### src/strict_base64_decoder_assert.svh
// ---------------------------------------------------------------------------
// strict_base64_decoder assertion macros
// Clocked checks used by the job queue; reset disables them.
// ---------------------------------------------------------------------------
`ifndef STRICT_BASE64_DECODER_ASSERT_SVH
`define STRICT_BASE64_DECODER_ASSERT_SVH

// Check that a condition holds at every clock edge outside reset
`define SBD_ASSERT_ALWAYS(name, cond, msg) \
    name: assert property (@(posedge clk) disable iff (!rst_n) (cond)) \
        else $error(msg);

// Check that a trigger implies a result in the same cycle
`define SBD_ASSERT_IMPLY(name, trig, cond, msg) \
    name: assert property (@(posedge clk) disable iff (!rst_n) (trig) |-> (cond)) \
        else $error(msg);

// Check that a trigger implies a result in the next cycle
`define SBD_ASSERT_NEXT(name, trig, cond, msg) \
    name: assert property (@(posedge clk) disable iff (!rst_n) (trig) |=> (cond)) \
        else $error(msg);

`endif

### src/sbd_pkg.sv
// ---------------------------------------------------------------------------
// sbd_pkg
// Shared types, constants and the character table of the base64 decoder.
// ---------------------------------------------------------------------------
package sbd_pkg;

    // Status codes on the end-of-payload item
    localparam logic [2:0] STATUS_OK       = 3'd0;
    localparam logic [2:0] STATUS_BAD_LEN  = 3'd1;
    localparam logic [2:0] STATUS_OVER     = 3'd2;
    localparam logic [2:0] STATUS_BAD_SYM  = 3'd3;
    localparam logic [2:0] STATUS_PAD_BITS = 3'd4;

    // Result kinds
    localparam logic KIND_DATA   = 1'b0;
    localparam logic KIND_STATUS = 1'b1;

    localparam logic [7:0]  PAD_CHAR        = 8'h3D;
    localparam logic [15:0] MAX_BYTES_RESET = 16'd8192;
    // Decoded bytes at the saturated quartet count (3 * 131071)
    localparam logic [18:0] BYTES_SAT       = 19'd393213;

    // Job queue between front and back
    localparam int QUEUE_DEPTH = 4;
    localparam int QPTR_W      = $clog2(QUEUE_DEPTH);
    localparam int QCNT_W      = $clog2(QUEUE_DEPTH + 1);

    typedef struct packed {
        logic [7:0] text_char;
        logic       last;
    } in_item_t;

    typedef struct packed {
        logic       kind;
        logic [7:0] data_byte;
        logic [2:0] status;
        logic       end_mark;
    } out_item_t;

    // One unit of work for the back end: up to three bytes, then an optional status
    typedef struct packed {
        logic [1:0]  nbytes;
        logic [23:0] word;
        logic        has_status;
        logic [2:0]  status;
    } sbd_job_t;

    typedef struct packed {
        logic       valid;
        logic [5:0] value;
    } sextet_t;

    // Map one character to its sextet; valid is low outside the alphabet
    function automatic sextet_t sextet_of(input logic [7:0] ch);
        sextet_t r;
        r.valid = 1'b1;
        r.value = 6'd0;
        if (ch >= "A" && ch <= "Z") begin
            r.value = 6'(ch - 8'h41);
        end else if (ch >= "a" && ch <= "z") begin
            r.value = 6'(ch - 8'h61 + 8'd26);
        end else if (ch >= "0" && ch <= "9") begin
            r.value = 6'(ch - 8'h30 + 8'd52);
        end else if (ch == "+") begin
            r.value = 6'd62;
        end else if (ch == "/") begin
            r.value = 6'd63;
        end else begin
            r.valid = 1'b0;
        end
        return r;
    endfunction

endpackage

### src/sbd_front.sv
// ---------------------------------------------------------------------------
// sbd_front
// Accepts characters, gathers quartets, checks the payload and emits jobs.
// ---------------------------------------------------------------------------
module sbd_front import sbd_pkg::*; (
    input  logic        clk,
    input  logic        rst_n,
    input  logic        in_valid,
    output logic        in_ready,
    input  in_item_t    in_data,
    input  logic        cfg_we,
    input  logic [15:0] cfg_wdata,
    input  logic        q_full,
    output logic        q_push,
    output sbd_job_t    q_job
);

    logic [15:0] max_reg;
    logic [1:0]  pos_reg, pos_next;
    logic [17:0] acc_reg, acc_next;
    logic        third_pad_reg, third_pad_next;
    logic        sym_err_reg, sym_err_next;
    logic [18:0] bytes_reg, bytes_next;

    sextet_t     sx;
    logic        is_pad;
    logic [5:0]  val;
    logic        accept;
    logic [1:0]  npad;
    logic        err_q;
    logic [18:0] bytes_inc;
    logic [18:0] decoded;
    logic [2:0]  final_status;

    assign in_ready = !q_full;
    assign accept   = in_valid && in_ready;

    // Classify the character
    always_comb
    begin
        sx     = sextet_of(in_data.text_char);
        is_pad = (in_data.text_char == PAD_CHAR);
        val    = sx.valid ? sx.value : 6'd0;
    end

    // Fourth-character checks and decoded size
    always_comb
    begin
        npad      = {1'b0, third_pad_reg} + {1'b0, is_pad};
        err_q     = sym_err_reg
                  | (!sx.valid && !is_pad)
                  | (!in_data.last && (is_pad || third_pad_reg))
                  | (third_pad_reg && !is_pad);
        bytes_inc = (bytes_reg == BYTES_SAT) ? bytes_reg : bytes_reg + 19'd3;
        decoded   = bytes_inc - {17'd0, npad};
        if (decoded > {3'd0, max_reg}) begin
            final_status = STATUS_OVER;
        end else if (err_q) begin
            final_status = STATUS_BAD_SYM;
        end else if (npad == 2'd2 && acc_reg[9:6] != 4'd0) begin
            final_status = STATUS_PAD_BITS;
        end else if (npad == 2'd1 && acc_reg[1:0] != 2'd0) begin
            final_status = STATUS_PAD_BITS;
        end else begin
            final_status = STATUS_OK;
        end
    end

    // Next state and job
    always_comb
    begin
        pos_next       = pos_reg;
        acc_next       = acc_reg;
        third_pad_next = third_pad_reg;
        sym_err_next   = sym_err_reg;
        bytes_next     = bytes_reg;
        q_push         = 1'b0;
        q_job          = '0;
        if (accept) begin
            if (in_data.last && pos_reg != 2'd3) begin
                // Truncated quartet: status only, then clear
                q_push           = 1'b1;
                q_job.has_status = 1'b1;
                q_job.status     = STATUS_BAD_LEN;
                pos_next         = 2'd0;
                acc_next         = '0;
                third_pad_next   = 1'b0;
                sym_err_next     = 1'b0;
                bytes_next       = '0;
            end else if (pos_reg != 2'd3) begin
                if (pos_reg == 2'd2) begin
                    if (!sx.valid && !is_pad) sym_err_next = 1'b1;
                    third_pad_next = is_pad;
                end else begin
                    if (!sx.valid) sym_err_next = 1'b1;
                end
                acc_next = {acc_reg[11:0], val};
                pos_next = pos_reg + 2'd1;
            end else begin
                q_push         = 1'b1;
                q_job.word     = {acc_reg, val};
                q_job.nbytes   = in_data.last ? 2'd3 - npad : 2'd3;
                pos_next       = 2'd0;
                acc_next       = '0;
                third_pad_next = 1'b0;
                if (in_data.last) begin
                    q_job.has_status = 1'b1;
                    q_job.status     = final_status;
                    sym_err_next     = 1'b0;
                    bytes_next       = '0;
                end else begin
                    sym_err_next = err_q;
                    bytes_next   = bytes_inc;
                end
            end
        end
    end

    // Hold payload state and the size limit
    always_ff @(posedge clk or negedge rst_n)
    begin
        if (!rst_n) begin
            max_reg       <= MAX_BYTES_RESET;
            pos_reg       <= '0;
            acc_reg       <= '0;
            third_pad_reg <= 1'b0;
            sym_err_reg   <= 1'b0;
            bytes_reg     <= '0;
        end else begin
            if (cfg_we) max_reg <= cfg_wdata;
            pos_reg       <= pos_next;
            acc_reg       <= acc_next;
            third_pad_reg <= third_pad_next;
            sym_err_reg   <= sym_err_next;
            bytes_reg     <= bytes_next;
        end
    end

endmodule

### src/sbd_queue.sv
// ---------------------------------------------------------------------------
// sbd_queue
// Small job queue that decouples character intake from result delivery.
// ---------------------------------------------------------------------------
`include "strict_base64_decoder_assert.svh"

module sbd_queue import sbd_pkg::*; (
    input  logic     clk,
    input  logic     rst_n,
    input  logic     push,
    input  sbd_job_t push_job,
    output logic     full,
    input  logic     pop,
    output logic     head_valid,
    output sbd_job_t head_job
);

    sbd_job_t            slot_reg [QUEUE_DEPTH];
    logic [QPTR_W-1:0]   wr_ptr_reg;
    logic [QPTR_W-1:0]   rd_ptr_reg;
    logic [QCNT_W-1:0]   count_reg;

    assign full       = (count_reg == QCNT_W'(QUEUE_DEPTH));
    assign head_valid = (count_reg != '0);
    assign head_job   = slot_reg[rd_ptr_reg];

    // Write the pushed job
    always_ff @(posedge clk)
    begin
        if (push) slot_reg[wr_ptr_reg] <= push_job;
    end

    // Advance pointers and count
    always_ff @(posedge clk or negedge rst_n)
    begin
        if (!rst_n) begin
            wr_ptr_reg <= '0;
            rd_ptr_reg <= '0;
            count_reg  <= '0;
        end else begin
            if (push) wr_ptr_reg <= wr_ptr_reg + QPTR_W'(1);
            if (pop)  rd_ptr_reg <= rd_ptr_reg + QPTR_W'(1);
            if (push && !pop)      count_reg <= count_reg + QCNT_W'(1);
            else if (pop && !push) count_reg <= count_reg - QCNT_W'(1);
        end
    end

    `SBD_ASSERT_IMPLY(a_no_push_full, push, !full || pop, "job pushed into full queue")
    `SBD_ASSERT_IMPLY(a_no_pop_empty, pop, head_valid, "job popped from empty queue")
    `SBD_ASSERT_NEXT(a_count_step, push && !pop, count_reg == $past(count_reg) + QCNT_W'(1), "queue count did not advance on push")
    `SBD_ASSERT_ALWAYS(a_count_range, count_reg <= QCNT_W'(QUEUE_DEPTH), "queue count beyond depth")

endmodule

### src/sbd_back.sv
// ---------------------------------------------------------------------------
// sbd_back
// Walks each job and delivers its bytes and any status through an output register.
// ---------------------------------------------------------------------------
module sbd_back import sbd_pkg::*; (
    input  logic      clk,
    input  logic      rst_n,
    input  logic      head_valid,
    input  sbd_job_t  head_job,
    output logic      pop,
    output logic      out_valid,
    input  logic      out_ready,
    output out_item_t out_data
);

    sbd_job_t  job_reg;
    logic      job_valid_reg;
    logic [1:0] idx_reg;
    logic      out_valid_reg;
    out_item_t out_reg;

    logic      step;
    logic [2:0] total;
    logic      job_done;
    out_item_t item;

    assign out_valid = out_valid_reg;
    assign out_data  = out_reg;

    assign step     = job_valid_reg && (!out_valid_reg || out_ready);
    assign total    = {1'b0, job_reg.nbytes} + {2'b0, job_reg.has_status};
    assign job_done = ({1'b0, idx_reg} + 3'd1) == total;
    assign pop      = head_valid && (!job_valid_reg || (step && job_done));

    // Select the result at the current index
    always_comb
    begin
        item = '0;
        if ({1'b0, idx_reg} < {1'b0, job_reg.nbytes}) begin
            item.kind = KIND_DATA;
            case (idx_reg)
                2'd0:    item.data_byte = job_reg.word[23:16];
                2'd1:    item.data_byte = job_reg.word[15:8];
                default: item.data_byte = job_reg.word[7:0];
            endcase
        end else begin
            item.kind     = KIND_STATUS;
            item.status   = job_reg.status;
            item.end_mark = 1'b1;
        end
    end

    // Advance through the job and load the next one
    always_ff @(posedge clk or negedge rst_n)
    begin
        if (!rst_n) begin
            job_valid_reg <= 1'b0;
            idx_reg       <= '0;
            out_valid_reg <= 1'b0;
        end else begin
            if (pop) begin
                job_valid_reg <= 1'b1;
                idx_reg       <= '0;
            end else if (step && job_done) begin
                job_valid_reg <= 1'b0;
            end else if (step) begin
                idx_reg <= idx_reg + 2'd1;
            end
            if (step) begin
                out_valid_reg <= 1'b1;
            end else if (out_ready) begin
                out_valid_reg <= 1'b0;
            end
        end
    end

    // Hold job and result payloads
    always_ff @(posedge clk)
    begin
        if (pop)  job_reg <= head_job;
        if (step) out_reg <= item;
    end

endmodule

### src/strict_base64_decoder.sv
// ---------------------------------------------------------------------------
// strict_base64_decoder
// Canonical base64 decoder: one character in, data bytes and a status out.
//
//   channel | signals                         | transfer when
//   --------+---------------------------------+---------------------------
//   input   | in_valid, in_ready, in_data     | in_valid && in_ready
//   output  | out_valid, out_ready, out_data  | out_valid && out_ready
//   config  | cfg_we, cfg_wdata               | cfg_we (no wait)
//
// One character is taken every cycle while the four-entry job queue has room.
// Each quartet yields up to four results, sent one per cycle from the output
// register while out_ready is high, so no payload needs more result cycles
// than it has characters and, without output stalls, the input sustains one
// character per cycle. Reset clears control state and loads an 8192-byte
// limit; an output stall fills the queue and then drops in_ready.
// ---------------------------------------------------------------------------
module strict_base64_decoder import sbd_pkg::*; (
    input  logic        clk,
    input  logic        rst_n,
    input  logic        in_valid,
    output logic        in_ready,
    input  in_item_t    in_data,
    output logic        out_valid,
    input  logic        out_ready,
    output out_item_t   out_data,
    input  logic        cfg_we,
    input  logic [15:0] cfg_wdata
);

    logic     q_full;
    logic     q_push;
    sbd_job_t q_job;
    logic     q_pop;
    logic     q_head_valid;
    sbd_job_t q_head_job;

    // Intake and checking
    sbd_front u_front (
        .clk       (clk),
        .rst_n     (rst_n),
        .in_valid  (in_valid),
        .in_ready  (in_ready),
        .in_data   (in_data),
        .cfg_we    (cfg_we),
        .cfg_wdata (cfg_wdata),
        .q_full    (q_full),
        .q_push    (q_push),
        .q_job     (q_job)
    );

    // Job queue
    sbd_queue u_queue (
        .clk        (clk),
        .rst_n      (rst_n),
        .push       (q_push),
        .push_job   (q_job),
        .full       (q_full),
        .pop        (q_pop),
        .head_valid (q_head_valid),
        .head_job   (q_head_job)
    );

    // Result delivery
    sbd_back u_back (
        .clk        (clk),
        .rst_n      (rst_n),
        .head_valid (q_head_valid),
        .head_job   (q_head_job),
        .pop        (q_pop),
        .out_valid  (out_valid),
        .out_ready  (out_ready),
        .out_data   (out_data)
    );

endmodule

### config.mk
export PLATFORM = sky130hd
export DESIGN_NAME = strict_base64_decoder
export DESIGN_NICKNAME = d
export VERILOG_FILES = /design/src/sbd_pkg.sv /design/src/sbd_front.sv /design/src/sbd_queue.sv /design/src/sbd_back.sv /design/src/strict_base64_decoder.sv
export VERILOG_INCLUDE_DIRS = /design/src /design/src/src
export SDC_FILE = /design/constraint.sdc
export NUM_CORES = 1
export LEC_CHECK = 0
export ABC_AREA = 1
export BUFFER_PORTS_ARGS = -buffer_cell sky130_fd_sc_hd__buf_2
export CAP_MARGIN = 20
export CORE_MARGIN = 2
export CORE_UTILIZATION = 55
export DETAILED_ROUTE_END_ITERATION = 8
export PLACE_DENSITY = 0.79
export SLEW_MARGIN = 20
export SYNTH_ARGS = -nofsm -noshare
export SYNTH_HDL_FRONTEND = slang
export SYNTH_HIERARCHICAL = 1
export SYNTH_SLANG_ARGS = --single-unit
### constraint.sdc
create_clock -name clk -period 11 [get_ports clk]
set_clock_uncertainty 0.1 [all_clocks]
set_input_delay 1.65 -clock clk [delete_from_list [all_inputs] [get_ports clk]]
set_output_delay 1.65 -clock clk [all_outputs]
set_load 0.05 [all_outputs]
==> results.yml <==
timing:
  relSlewSlack_pct: 28.8
  period_minus_slack_ps: 5860
  drv_slew: 0
  worst_pin_slew_ps: 1070
  timing.fmax_mhz: 171
  fin_tns_setup_ps: 0
  setup_viol: 0
  rsz0062_at_grt: "no"
  period_share_pct: 53.2
  hold_viol: 0
synthesis:
  ys_ff_latch: 230
  synthMuxAreaShare_pct: 0.0974
  synth-seq-area-share_pct: 56.8
  yosysTopAreaCell: "edfxtp_1"
  synth_top_area_share_pct: 42.1
  synth-compound-area-share_pct: 10.4
  synthAdderAreaFrac_pct: 5.33
  yosys_warnings: 6
  ys_types: 45
  synth_common_cells: "nand2_1 (285), inv_1 (191), edfxtp_1 (162)"
  syn_avg_cell_area_um2: 9.80
  syn_area_um2: 11600
  synth_top_family_by_area: "simple AND/OR/NAND/NOR gates"
  async_flop_share_pct: 29.6
  synth_edf_count: 162
  synthFlopType: "edfxtp_1"
  synth_fp_nets: 1258
  yosysMostFrequentCell: "nand2_1"
  synth_area_leaders: "edfxtp_1 (42%), dfrtp_1 (15%), nand2_1 (9.3%), inv_1 (6.2%), ha_1 (5.0%)"
  syn-instance-count: 1180
  yosys.area_share.simple_pct: 16.7
  synth_xor_area_share_pct: 2.11
power_and_ir_drop:
  p_per_area_nw_per_um2: 237
  total_power_mw: 3.03
  p_leak_nw: 5.71
  ir_drop_v: 0.000128
setup_path:
  crit_top_cell: "nand2_1"
  critPathSlowestCell: "nor3_1"
  crit_fanout: 9
  slowest_delay_ps: 480
  endpoint_kind: "flop"
  start_kind: "primary input"
  worst-path-buf-inv: 4
  cpLargestDelayFamily: "simple AND/OR/NAND/NOR gates"
  required_ps: 11210
  cp.arrival_ps: 6070
  crit_type: "primary input to flop"
place:
  dp_hpwl_um: 15600
  gp_congestion: 0.926
  io_buffers: 44
layout:
  n_antenna_cell: 0
  nFillCells: 1660
  syn_to_final_growth_pct: 10.3
  drive_gt1_share_pct: 10.6
  largest_register_ffs: 120
  nets: 1297
flow_run:
  maxCapViolations: 0
detailed_routing:
  routed_via_density: 5.29
  drtAntennaViolNets: 0
  dr.pass1.iters: 5
  routedWlPerCell_um: 15.4
  vias: 8006
  routed_wl_um: 23300
  drt_iter0_drc: 525
  drc_errors: 0
clocking:
  clockRootBuffer: "clkbuf_16"
  cts_resized: 0
  cts_setup_buffers: 0
  clockBufferDepth: 3
  clk_pin_slew_ps: 60
  clock_latency_ps: 510
  cts_inserted_buffers: 24
  cts_hold_buf: 0
  cts_tree: "yes"
  cts.sinks: 230
  htreeDepth: 1
die:
  coreArea_um2: 20800
  die_h_um: 149
  row_count: 53
  chipWidth_um: 149
  dieArea_um2: 22200
  io_pins: 45
  start_util_pct: 55.5
global_route:
  grt_pass1_vias: 7806
  grt_usage_pct: 21.5
  grt_overflow: 0
  antenna_found_initial: 1
  grt_pass1_wl_um: 38400
  grt_max_degree: 110
run_status:
  status: "finished clean"
min_path:
  hold_class: "flop to flop"
## kinds of logic after synthesis
group,Yosys count
adders and majority gates,48
DFF,230
and+or+nand+nor,457
muxes,1
buffers and inverters,236
xor gates and xnor gates,27
AOI/OAI and AO/OA,181
## worst paths after layout
check	startpoint	endpoint	slack [ps]	cells after the start
worst max-delay path	in_data[3]	u_queue/slot_reg[1][0]	5140	27
worst min-delay path	u_queue/count_reg[2]	u_queue/count_reg[2]	390	2
worst max register to register	u_front/bytes_reg[1]	u_queue/slot_reg[1][0]	6070	28
worst min register to register	u_queue/count_reg[2]	u_queue/count_reg[2]	390	2
max in group asynchronous	rst_n	u_queue/rd_ptr_reg[0]	8870	2
min in group asynchronous	rst_n	u_front/bytes_reg[13]	1260	2
## worst min-delay path, stage by stage (launching register included)
cell and delay (ps):
dfrtp_1 350, nand2_1 60, nand2_1 50
## per-stage QoR
step	cells	worst slack [ps]	instance area, um2	hold WS [ps]	util, %
2_1_floorplan	1180	5400	11600	342	-
3_3_place_gp	1468	4870	11900	357	57.4
3_5_place_dp	1468	4750	11900	361	57.4
4_1_cts	1512	5240	12800	381	61.2
5_1_grt	1512	4840	12800	412	61.2
6_report	1512	5140	12800	386	61.2
## metal layers
metal / vias to the layer above / part of all wire (%) / track usage (%)
li1: 4004 / - / -
met1: 3746 / 44 / 29.7
met2: 227 / 48 / 36.1
met3: 29 / 6.0 / 2.84
met4: 0 / 1.5 / 5.86
met5: - / 0 / 0
## power breakdown
| part | total [mW] | internal [mW] | switching, mW | leakage [nW] |
|---|---|---|---|---|
| clock | 0.810 | 0.488 | 0.321 | 0.386 |
| combinational | 0.965 | 0.285 | 0.680 | 2.92 |
| sequential | 1.25 | 1.18 | 0.0712 | 2.41 |
## layout make-up
cell class	instances	area (um2)	area share (%)
Sequential cell	230	6570	51.5
Multi-Input combinational cell	714	4010	31.4
Inverter	196	736	5.77
Clock buffer	32	651	5.10
Tap cell	275	344	2.70
Timing Repair Buffer	53	288	2.26
Clock inverter	12	154	1.21
## layout by cell type, fill, tap and decap left out, types with 3 or more instances in the layout
cell type  instances
clkbuf_16         24
o31ai_1            3
o211ai_1          54
buf_4              9
inv_1            191
nor2_2             6
clkinv_1           4
inv_2              3
o22ai_1           32
o211ai_2          11
nor2_1            81
dfrtp_1           66
nor2_4             5
edfxtp_1         162
nand3_1           49
clkbuf_1           6
bufinv_16          3
nand2_2            7
a21oi_1           23
nand4_1            9
xnor2_1            3
buf_2             44
a31oi_1            8
o21ai_0           40
xor2_1            23
ha_1              46
nor3_1             7
nand2_1          285
(Power assumes the default switching activity.)
